===== src/hdl/snwg_pkg.sv =====
// shared types and constants for the sum normalizer with gradient
// depends on nothing; used by the controller, the datapath and the top level
`default_nettype none

package snwg_pkg;

   // fixed-point fraction bits of the value format
   localparam int FRAC_BITS = 16;
   // width of the result index field
   localparam int IDX_WIDTH = 4;

   // operation codes carried on req_operation
   localparam logic OP_FORWARD  = 1'b0;
   localparam logic OP_BACKWARD = 1'b1;

   typedef enum logic [3:0] {
      ST_IDLE,
      ST_MUL,
      ST_ACC,
      ST_END,
      ST_SQ,
      ST_RD,
      ST_PREP,
      ST_NUM,
      ST_LOAD,
      ST_DIV,
      ST_EMIT
   } state_type;

   // commands from the controller to the datapath
   typedef struct packed {
      logic accept;
      logic mul_act;
      logic acc_dot;
      logic finish;
      logic capture_sq;
      logic mul_grad;
      logic form_num;
      logic div_load;
      logic div_step;
      logic emit;
      logic next_elem;
   } cmd_type;

   // status from the datapath to the controller
   typedef struct packed {
      logic item_mul;
      logic last;
      logic err;
      logic div_done;
      logic out_free;
      logic elem_last;
   } status_type;

endpackage

`default_nettype wire


===== src/hdl/snwg_ctrl.sv =====
// controller state machine of the sum normalizer with gradient
// depends on snwg_pkg for the state, command and status types
`default_nettype none

module snwg_ctrl (
   input  wire logic                clock,
   input  wire logic                reset,
   input  wire logic                req_valid,
   input  wire logic                req_last,
   output logic                     req_ready,
   input  wire snwg_pkg::status_type status,
   output snwg_pkg::cmd_type        cmd
);

   snwg_pkg::state_type state_ff;
   snwg_pkg::state_type state_in;
   logic                accept;

   assign req_ready = (state_ff == snwg_pkg::ST_IDLE);
   assign accept    = req_valid && req_ready;

   // state register
   always_ff @(posedge clock) begin
      if (reset) begin
         state_ff <= snwg_pkg::ST_IDLE;
      end else begin
         state_ff <= state_in;
      end
   end

   // next state
   always_comb begin
      state_in = state_ff;
      case (state_ff)
         snwg_pkg::ST_IDLE: begin
            if (accept) begin
               if (status.item_mul) begin
                  state_in = snwg_pkg::ST_MUL;
               end else if (req_last) begin
                  state_in = snwg_pkg::ST_END;
               end
            end
         end
         snwg_pkg::ST_MUL: state_in = snwg_pkg::ST_ACC;
         snwg_pkg::ST_ACC: begin
            state_in = status.last ? snwg_pkg::ST_END : snwg_pkg::ST_IDLE;
         end
         snwg_pkg::ST_END: state_in = snwg_pkg::ST_SQ;
         snwg_pkg::ST_SQ: begin
            state_in = status.err ? snwg_pkg::ST_EMIT : snwg_pkg::ST_RD;
         end
         snwg_pkg::ST_RD:   state_in = snwg_pkg::ST_PREP;
         snwg_pkg::ST_PREP: state_in = snwg_pkg::ST_NUM;
         snwg_pkg::ST_NUM:  state_in = snwg_pkg::ST_LOAD;
         snwg_pkg::ST_LOAD: state_in = snwg_pkg::ST_DIV;
         snwg_pkg::ST_DIV: begin
            if (status.div_done) begin
               state_in = snwg_pkg::ST_EMIT;
            end
         end
         snwg_pkg::ST_EMIT: begin
            if (status.out_free) begin
               if (status.elem_last) begin
                  state_in = snwg_pkg::ST_IDLE;
               end else if (!status.err) begin
                  state_in = snwg_pkg::ST_RD;
               end
            end
         end
         default: state_in = snwg_pkg::ST_IDLE;
      endcase
   end

   // command outputs
   always_comb begin
      cmd = '0;
      case (state_ff)
         snwg_pkg::ST_IDLE: cmd.accept     = accept;
         snwg_pkg::ST_MUL:  cmd.mul_act    = 1'b1;
         snwg_pkg::ST_ACC:  cmd.acc_dot    = 1'b1;
         snwg_pkg::ST_END:  cmd.finish     = 1'b1;
         snwg_pkg::ST_SQ:   cmd.capture_sq = 1'b1;
         snwg_pkg::ST_PREP: cmd.mul_grad   = 1'b1;
         snwg_pkg::ST_NUM:  cmd.form_num   = 1'b1;
         snwg_pkg::ST_LOAD: cmd.div_load   = 1'b1;
         snwg_pkg::ST_DIV:  cmd.div_step   = !status.div_done;
         snwg_pkg::ST_EMIT: begin
            cmd.emit      = status.out_free;
            cmd.next_elem = status.out_free && !status.elem_last;
         end
         default: cmd = '0;
      endcase
   end

endmodule

`default_nettype wire


===== src/hdl/snwg_datapath.sv =====
// datapath of the sum normalizer with gradient: element stores, sum and dot
// accumulators, shared multiplier, restoring divider and result register
// depends on snwg_pkg for the command and status types and constants
`default_nettype none

module snwg_datapath #(
   parameter int MAX_LEN     = 16,
   parameter int VALUE_WIDTH = 24
) (
   input  wire logic                                clock,
   input  wire logic                                reset,
   input  wire snwg_pkg::cmd_type                   cmd,
   output snwg_pkg::status_type                     status,
   input  wire logic                                req_operation,
   input  wire logic signed [VALUE_WIDTH-1:0]       req_value,
   input  wire logic                                req_last,
   input  wire logic                                rsp_ready,
   output logic                                     rsp_valid,
   output logic [snwg_pkg::IDX_WIDTH-1:0]           rsp_index,
   output logic signed [VALUE_WIDTH-1:0]            rsp_result,
   output logic                                     rsp_final_res,
   output logic                                     rsp_error
);

   localparam int VW    = VALUE_WIDTH;
   localparam int AW    = $clog2(MAX_LEN);
   localparam int CW    = $clog2(MAX_LEN + 1);
   localparam int LW    = $clog2(MAX_LEN);
   localparam int SW    = VW + LW;
   localparam int DW    = 2 * VW + LW;
   localparam int NUMW  = DW + 1;
   localparam int DENW  = 2 * SW;
   localparam int QB    = VW + 2;
   localparam int SHW   = NUMW + snwg_pkg::FRAC_BITS + 1;
   localparam int DSW   = DENW + QB;
   localparam int CMPW  = ((SHW > DSW) ? SHW : DSW) + 1;
   localparam int STW   = $clog2(QB + 2);

   // element stores
   logic [VW-1:0] act_mem [MAX_LEN];
   logic [VW-1:0] grad_mem [MAX_LEN];
   logic [VW-1:0] act_rd_ff;
   logic [VW-1:0] grad_rd_ff;

   // run state
   logic            run_active_ff;
   logic            mode_ff;
   logic            last_ff;
   logic [CW-1:0]   count_ff;
   logic [CW-1:0]   flen_ff;
   logic [CW-1:0]   n_ff;
   logic            fdone_ff;
   logic            err_ff;
   logic [SW-1:0]   sum_ff;
   logic [DW-1:0]   dot_ff;
   logic [VW-1:0]   gin_ff;
   logic [AW-1:0]   elem_ff;

   // arithmetic registers
   logic [DENW-1:0] prod_ff;
   logic [DENW-1:0] sq_ff;
   logic [NUMW-1:0] num_ff;
   logic [DENW-1:0] den_ff;
   logic [CMPW-1:0] rem_ff;
   logic [CMPW-1:0] dvs_ff;
   logic [QB:0]     quo_ff;
   logic [STW-1:0]  step_ff;
   logic            neg_ff;

   // result register
   logic            out_valid_ff;
   logic [AW-1:0]   out_idx_ff;
   logic [VW-1:0]   out_res_ff;
   logic            out_final_ff;
   logic            out_err_ff;

   // effective run context of the request on the input
   logic            eff_mode;
   logic [CW-1:0]   eff_count;
   logic [SW-1:0]   eff_sum;
   logic            dropped;
   logic [AW-1:0]   rd_addr;

   assign eff_mode  = run_active_ff ? mode_ff : req_operation;
   assign eff_count = run_active_ff ? count_ff : '0;
   assign eff_sum   = (!run_active_ff && req_operation == snwg_pkg::OP_FORWARD) ? '0 : sum_ff;
   assign dropped   = (eff_count >= CW'(MAX_LEN));
   assign rd_addr   = cmd.accept ? eff_count[AW-1:0] : elem_ff;

   // shared signed multiplier
   logic signed [SW-1:0]   mul_a;
   logic signed [SW-1:0]   mul_b;
   logic signed [DENW-1:0] mul_p;

   always_comb begin
      mul_a = $signed(sum_ff);
      mul_b = $signed(sum_ff);
      if (cmd.mul_act) begin
         mul_a = $signed({{LW{act_rd_ff[VW-1]}}, act_rd_ff});
         mul_b = $signed({{LW{gin_ff[VW-1]}}, gin_ff});
      end else if (cmd.mul_grad) begin
         mul_a = $signed({{LW{grad_rd_ff[VW-1]}}, grad_rd_ff});
      end
   end
   assign mul_p = mul_a * mul_b;

   // numerator forming
   logic [NUMW-1:0] act_ext;
   logic [NUMW-1:0] num_fwd;
   logic [NUMW-1:0] num_bwd;
   logic [NUMW-1:0] num_mag;
   logic [SW-1:0]   sum_mag;

   assign act_ext = {{(NUMW-VW){act_rd_ff[VW-1]}}, act_rd_ff};
   assign num_fwd = sum_ff[SW-1] ? (~act_ext + NUMW'(1)) : act_ext;
   assign num_bwd = {prod_ff[DW-1], prod_ff[DW-1:0]} - {dot_ff[DW-1], dot_ff};
   assign num_mag = num_ff[NUMW-1] ? (~num_ff + NUMW'(1)) : num_ff;
   assign sum_mag = sum_ff[SW-1] ? (~sum_ff + SW'(1)) : sum_ff;

   // divider step and rounding
   logic            div_ge;
   logic [QB:0]     rnd_sum;
   logic [QB-1:0]   rnd;
   logic [QB-1:0]   lim;
   logic [QB-1:0]   mag_r;
   logic [VW-1:0]   res_val;

   assign div_ge  = (rem_ff >= dvs_ff);
   assign rnd_sum = {1'b0, quo_ff[QB-1:0]} + (QB+1)'(1);
   assign rnd     = rnd_sum[QB:1];
   assign lim     = {{(QB-VW+1){1'b0}}, {(VW-1){1'b1}}} + QB'(neg_ff);
   assign mag_r   = (quo_ff[QB] || rnd > lim) ? lim : rnd;
   assign res_val = neg_ff ? (~mag_r[VW-1:0] + VW'(1)) : mag_r[VW-1:0];

   // status to the controller
   assign status.item_mul  = (eff_mode == snwg_pkg::OP_BACKWARD) && !dropped;
   assign status.last      = last_ff;
   assign status.err       = err_ff;
   assign status.div_done  = (step_ff == STW'(QB + 1));
   assign status.out_free  = !out_valid_ff || rsp_ready;
   assign status.elem_last = ((CW'(elem_ff) + CW'(1)) == n_ff);

   // store writes and registered reads
   always_ff @(posedge clock) begin
      if (cmd.accept && !dropped) begin
         if (eff_mode == snwg_pkg::OP_FORWARD) begin
            act_mem[eff_count[AW-1:0]] <= req_value;
         end else begin
            grad_mem[eff_count[AW-1:0]] <= req_value;
         end
      end
      act_rd_ff  <= act_mem[rd_addr];
      grad_rd_ff <= grad_mem[rd_addr];
   end

   // run control and accumulators
   always_ff @(posedge clock) begin
      if (reset) begin
         run_active_ff <= 1'b0;
         mode_ff       <= snwg_pkg::OP_FORWARD;
         count_ff      <= '0;
         flen_ff       <= '0;
         fdone_ff      <= 1'b0;
         sum_ff        <= '0;
         dot_ff        <= '0;
      end else begin
         if (cmd.accept) begin
            run_active_ff <= !req_last;
            mode_ff       <= eff_mode;
            count_ff      <= eff_count + CW'(!dropped);
            if (eff_mode == snwg_pkg::OP_FORWARD) begin
               if (!run_active_ff) begin
                  fdone_ff <= 1'b0;
               end
               sum_ff <= dropped ? eff_sum : eff_sum + {{LW{req_value[VW-1]}}, req_value};
            end else if (!run_active_ff) begin
               dot_ff <= '0;
            end
         end
         if (cmd.acc_dot) begin
            dot_ff <= dot_ff + prod_ff[DW-1:0];
         end
         if (cmd.finish && mode_ff == snwg_pkg::OP_FORWARD) begin
            flen_ff  <= count_ff;
            fdone_ff <= 1'b1;
         end
      end
   end

   // payload registers of the output phase
   always_ff @(posedge clock) begin
      if (cmd.accept) begin
         gin_ff  <= req_value;
         last_ff <= req_last;
      end
      if (cmd.mul_act || cmd.mul_grad || cmd.finish) begin
         prod_ff <= mul_p;
      end
      if (cmd.finish) begin
         n_ff    <= count_ff;
         elem_ff <= '0;
         if (mode_ff == snwg_pkg::OP_FORWARD) begin
            err_ff <= (sum_ff == '0);
         end else begin
            err_ff <= !fdone_ff || (sum_ff == '0) || (count_ff != flen_ff);
         end
      end
      if (cmd.capture_sq) begin
         sq_ff <= prod_ff;
      end
      if (cmd.next_elem) begin
         elem_ff <= elem_ff + AW'(1);
      end
      if (cmd.form_num) begin
         if (mode_ff == snwg_pkg::OP_FORWARD) begin
            num_ff <= num_fwd;
            den_ff <= {{(DENW-SW){1'b0}}, sum_mag};
         end else begin
            num_ff <= num_bwd;
            den_ff <= sq_ff;
         end
      end
      // restoring divider, overflow bit first then QB quotient bits
      if (cmd.div_load) begin
         rem_ff  <= {{(CMPW-NUMW){1'b0}}, num_mag} << (snwg_pkg::FRAC_BITS + 1);
         dvs_ff  <= {{(CMPW-DENW){1'b0}}, den_ff} << QB;
         quo_ff  <= '0;
         step_ff <= '0;
         neg_ff  <= num_ff[NUMW-1];
      end else if (cmd.div_step) begin
         if (div_ge) begin
            rem_ff <= rem_ff - dvs_ff;
         end
         dvs_ff  <= dvs_ff >> 1;
         quo_ff  <= {quo_ff[QB-1:0], div_ge};
         step_ff <= step_ff + STW'(1);
      end
   end

   // result register
   always_ff @(posedge clock) begin
      if (reset) begin
         out_valid_ff <= 1'b0;
      end else if (cmd.emit) begin
         out_valid_ff <= 1'b1;
      end else if (rsp_ready) begin
         out_valid_ff <= 1'b0;
      end
   end

   always_ff @(posedge clock) begin
      if (cmd.emit) begin
         out_idx_ff   <= elem_ff;
         out_res_ff   <= err_ff ? '0 : res_val;
         out_final_ff <= status.elem_last;
         out_err_ff   <= err_ff;
      end
   end

   assign rsp_valid     = out_valid_ff;
   assign rsp_result    = $signed(out_res_ff);
   assign rsp_final_res = out_final_ff;
   assign rsp_error     = out_err_ff;

   // index port is the low bits of the element position
   generate
      if (AW >= snwg_pkg::IDX_WIDTH) begin : g_idx_cut
         assign rsp_index = out_idx_ff[snwg_pkg::IDX_WIDTH-1:0];
      end else begin : g_idx_ext
         assign rsp_index = {{(snwg_pkg::IDX_WIDTH-AW){1'b0}}, out_idx_ff};
      end
   endgenerate

endmodule

`default_nettype wire


===== src/hdl/sum_normalizer_with_gradient_unit.sv =====
// top level of the sum normalizer with gradient
// depends on snwg_pkg, snwg_ctrl and snwg_datapath
`default_nettype none

// Vector sum normalization, forward and backward. Elements arrive one per
// request; a backward element also passes a multiply and an accumulate state,
// where the shared multiplier feeds the dot product, before the next request
// is taken. The request with last set ends the vector and starts the output
// phase, during which no request is taken. A forward run emits every element
// divided by the sum; a backward run emits grad_i/sum - dot(act,grad)/sum^2
// using the activations and sum of the last forward run. Each result comes
// from the restoring divider, which retires one quotient bit per cycle; error
// runs emit one zero result per cycle while the output is free. Results are
// rounded half away from zero and saturated to signed Q8.16.

module sum_normalizer_with_gradient_unit #(
   parameter int MAX_LEN     = 16,
   parameter int VALUE_WIDTH = 24
) (
   input  wire logic                          clock,
   input  wire logic                          reset,
   input  wire logic                          req_valid,
   output logic                               req_ready,
   input  wire logic                          req_operation,
   input  wire logic signed [VALUE_WIDTH-1:0] req_value,
   input  wire logic                          req_last,
   output logic                               rsp_valid,
   input  wire logic                          rsp_ready,
   output logic [snwg_pkg::IDX_WIDTH-1:0]     rsp_index,
   output logic signed [VALUE_WIDTH-1:0]      rsp_result,
   output logic                               rsp_final_res,
   output logic                               rsp_error
);

   snwg_pkg::cmd_type    cmd;
   snwg_pkg::status_type status;

   snwg_ctrl u_ctrl (
      .clock     (clock),
      .reset     (reset),
      .req_valid (req_valid),
      .req_last  (req_last),
      .req_ready (req_ready),
      .status    (status),
      .cmd       (cmd)
   );

   snwg_datapath #(
      .MAX_LEN     (MAX_LEN),
      .VALUE_WIDTH (VALUE_WIDTH)
   ) u_datapath (
      .clock         (clock),
      .reset         (reset),
      .cmd           (cmd),
      .status        (status),
      .req_operation (req_operation),
      .req_value     (req_value),
      .req_last      (req_last),
      .rsp_ready     (rsp_ready),
      .rsp_valid     (rsp_valid),
      .rsp_index     (rsp_index),
      .rsp_result    (rsp_result),
      .rsp_final_res (rsp_final_res),
      .rsp_error     (rsp_error)
   );

   // error results carry zero
   assert property (@(posedge clock) disable iff (reset)
      rsp_valid && rsp_error |-> rsp_result == '0)
      else $error("error result is not zero");

   // nothing is pending right after reset
   assert property (@(posedge clock)
      $past(reset) |-> !rsp_valid)
      else $error("result valid right after reset");

   // no request is taken while a run still has results to produce
   assert property (@(posedge clock) disable iff (reset)
      rsp_valid && !rsp_final_res |-> !req_ready)
      else $error("request taken in the middle of an output phase");

endmodule

`default_nettype wire

===== config.mk =====
export PLATFORM = sky130hd
export DESIGN_NAME = sum_normalizer_with_gradient_unit
export DESIGN_NICKNAME = d
export VERILOG_FILES = /design/src/hdl/snwg_pkg.sv /design/src/hdl/snwg_ctrl.sv /design/src/hdl/snwg_datapath.sv /design/src/hdl/sum_normalizer_with_gradient_unit.sv
export SDC_FILE = /design/constraint.sdc
export NUM_CORES = 2
export LEC_CHECK = 0
export ABC_AREA = 0
export BUFFER_PORTS_ARGS = -buffer_cell sky130_fd_sc_hd__buf_4
export CORE_UTILIZATION = 40
export DETAILED_ROUTE_END_ITERATION = 12
export REMOVE_ABC_BUFFERS = 1
export SKIP_CTS_REPAIR_TIMING = 1
export SYNTH_ARGS = -nofsm -noshare
export SYNTH_HDL_FRONTEND = slang
export SYNTH_HIERARCHICAL = 1
export SYNTH_SLANG_ARGS = --single-unit

===== constraint.sdc =====
create_clock -name clock -period 9.6 [get_ports clock]
set_clock_uncertainty 0.05 [all_clocks]
set_input_delay 1.92 -clock clock [delete_from_list [all_inputs] [get_ports clock]]
set_output_delay 1.92 -clock clock [all_outputs]
set_load 0.01 [all_outputs]

==> key figures <==
Run status
  • Outcome: finished clean

Setup path
  • Crit-path most repeated cell: fa_1
  • FF-to-FF path depth: 32
  • R2R Path End: u_datapath/prod_ff[55]
  • CP Class: flop to flop
  • CP peak stage delay: 0.72 ns
  • Worst Setup End Kind: flop
  • Worst setup SP type: flop
  • Worst EP required: roughly 10 ns
  • Worst Path Arrival: slightly below 10 ns
  • Reg2reg setup slack: 0.38 ns
  • Critical R2R Launch: u_ctrl/state_ff[3]
  • Slowest library cell on the worst path: fa_2
  • Worst Path Max Fanout: 15

Min path
  • Hold_sp: u_datapath/prod_ff[55]
  • Hold Crit Endpoint: u_datapath/sq_ff[55]
  • Hold WC Path Type: flop to flop
  • Worst hold path stage count: 0

Clock network
  • Clock transition at path regs: 0.06 ns
  • Clock latency on the worst-skew pair: 0.87 ns
  • Clock Path Buffers: 3
  • TritonCTS clock tree: yes
  • H-tree depth: 4
  • Clock sinks: 1,398
  • Clk root buf: clkbuf_16
  • CTS Buf Count: 152

Place
  • Port Buffers: 61
  • Placer Congestion: 0.984
  • Dpl hpwl: 216,000 microns

Synthesis
  • Warnings from Yosys: 6
  • Sequential-to-total area share from yosys stat: 41.2%
  • Cells after Synth: between 8,000 and 9,000
  • Post-synth ARST share: 0%
  • Ys flop type: edfxtp_1
  • Synth Area per Inst: 11.0 sq um
  • Post-synth EDFFs: around 1,200
  • Mapped cell area: between 0.09 and 0.1 sq mm
  • Synth Register Bits: 1,398
  • Distinct cells, synth: 93

Routing
  • Total routed wirelength: around 290,000 microns
  • Pre-antenna DRT Iters: 6
  • Via Count: 67,098
  • First DRT Iteration DRCs: approximately 6,000
  • DR WL/cell: 24.2 microns
  • DR vias/cell: 5.55
  • Remaining DRCs: 0
  • Remaining antenna violation count after routing: 0

Cells and area
  • Syn-to-layout area delta: 11.1%
  • Fill count: 21,883
  • Final Util: between 40 and 50%
  • Nets@finish: 10,071
  • Commonest cells after routing, fill and taps aside: 1,164 x edfxtp_1, 1,034 x inv_1, 894 x nand2_1
  • Layout cells sized above 1: between 10 and 15%
  • Commonest non-fill, non-tap cell in the layout: edfxtp_1

Die
  • Core Area: 0.239 sq mm
  • Starting Density: 40.4%
  • Io pins: 62
  • Full die area: about 0.24 sq mm
  • Site Rows: 179
  • Die Wd: 493 microns
  • DIE HEIGHT: 493 microns

Global route
  • Pin count of the biggest net entering global routing: 182
  • First-pass GRT wire length: 438,000 microns
  • Initial antenna violation count: 18
  • Overall routing resource usage: 24.1%
  • Overflow after GRT: 0
  • Vias in the first global route: 68,167

Timing
  • Final-report hold violation count: 0
  • Final setup violation count: 0
  • Period Utilization, post-route: 96.1%
  • Slew margin rel.: 17.5%
  • Max Fclk: about 110 MHz
  • Slew at the pin closest to its max-slew limit: 1.24 ns
  • Slew Viols, Final: 0
  • Min Tclk post-route: 9.22 ns
  • RSZ-0062 raised after global routing: false

Flow run
  • Max_cap viols: 0
## flip-flops by register name (all words and copies together) (netlist names), 52 cells and up
| name | flops |
|---|---|
| u_datapath/act_mem | 384 |
| u_datapath/prod_ff | 56 |
| u_datapath/grad_mem | 384 |
| u_datapath/dvs_ff | 82 |
| u_datapath/sq_ff | 56 |
| u_datapath/dot_ff | 52 |
| u_datapath/den_ff | 56 |
| u_datapath/num_ff | 53 |
| u_datapath/rem_ff | 83 |
## cell families after synthesis
group	Yosys count	synth area share (%)
simple gates	2418	11.1
mux	331	5.96
flops	1398	41.2
buf+inv	1484	5.81
compound gates	1473	9.72
fa+ha+maj	1257	22.8
xor+xnor	386	3.51
## layout make-up
cell class                      instances  area [sq um]  share of cell area [%]
Sequential cell                      1398         39600                    37.1
Inverter                             1042          3910                    3.66
Antenna cell                           11          27.5                  0.0257
Timing Repair Buffer                  325          2710                    2.53
Tap cell                             3167          3960                    3.71
Clock inverter                         69          1010                   0.949
Clock buffer                          216          4230                    3.95
Multi-Input combinational cell       5865         51400                    48.1
## layer usage
metal	GRT usage, %	part of all wire, %
met5	0	0.0044
met4	10.0	4.3
met3	4.04	7.3
met2	38.8	46
met1	32.3	42
## synth_stat cells, types with 26 or more instances
cell | instances | area [sq um]
fa_1 | 827 | 16600
a211oi_1 | 80 | 601
nand2_1 | 895 | 3360
xnor2_1 | 271 | 2370
a21o_1 | 146 | 1100
o21ai_0 | 318 | 1590
buf_1 | 52 | 195
and2_1 | 94 | 588
nor2_1 | 892 | 3350
nand3_1 | 84 | 420
or3_1 | 37 | 231
nor2b_1 | 64 | 400
o21a_1 | 47 | 353
and3_1 | 31 | 194
dfxtp_1 | 234 | 4680
mux2i_1 | 121 | 1210
nor3_1 | 77 | 385
a21oi_1 | 393 | 1970
a31oi_1 | 95 | 594
o41ai_1 | 27 | 236
o21bai_1 | 71 | 533
o31ai_1 | 71 | 533
mux4_2 | 192 | 4320
inv_1 | 1036 | 3890
a22oi_1 | 34 | 255
ha_1 | 430 | 5380
nor4_1 | 26 | 163
clkbuf_1 | 381 | 1430
edfxtp_1 | 1164 | 35000
nand4_1 | 49 | 307
nand2b_1 | 67 | 419
xor2_1 | 115 | 1010
## critical path, delay by kind of cell, from the launching register on
| family | cells | cell delay, ns |
|---|---|---|
| AO/OA/AOI/OAI | 5 | 1.28 |
| AND/OR/NAND/NOR | 11 | 1.96 |
| flip-flops | 1 | 0.32 |
| XOR/XNOR | 1 | 0.12 |
| adder cells (fa/ha/maj) | 9 | 4.42 |
| buffers and inverters | 6 | 0.78 |
## per-stage QoR
| step | hold WS, ns | std cells | setup WS [ns] | cell area (sq um) | TNS [ns] |
|---|---|---|---|---|---|
| final | 0.369 | 12093 | 0.376 | 107000 | 0 |
| after CTS | 0.373 | 12080 | -0.103 | 107000 | -0.368 |
| after global routing | 0.394 | 12087 | 0.00779 | 107000 | 0 |
| after detailed placement | 0.362 | 11795 | -0.0378 | 101000 | -0.104 |
| after global placement | 0.357 | 11795 | -0.0168 | 101000 | -0.0168 |
| after floorplan | 0.350 | 8305 | -12.64 | 94600 | -2755.83 |
## how the worst max path moves through the flow
stage | startpoint | endpoint
finish | u_ctrl/state_ff[3] | u_datapath/prod_ff[55]
global route | u_ctrl/state_ff[1] | u_datapath/prod_ff[32]
CTS | u_ctrl/state_ff[3] | u_datapath/prod_ff[54]
detailed placement | u_ctrl/state_ff[3] | u_datapath/prod_ff[54]
global placement | u_ctrl/state_ff[3] | u_datapath/prod_ff[55]
floorplan | req_valid | u_datapath/grad_rd_ff[15]
Power is not shown: default switching activity piles up to over one toggle a cycle in this logic, so the estimate is an artifact.
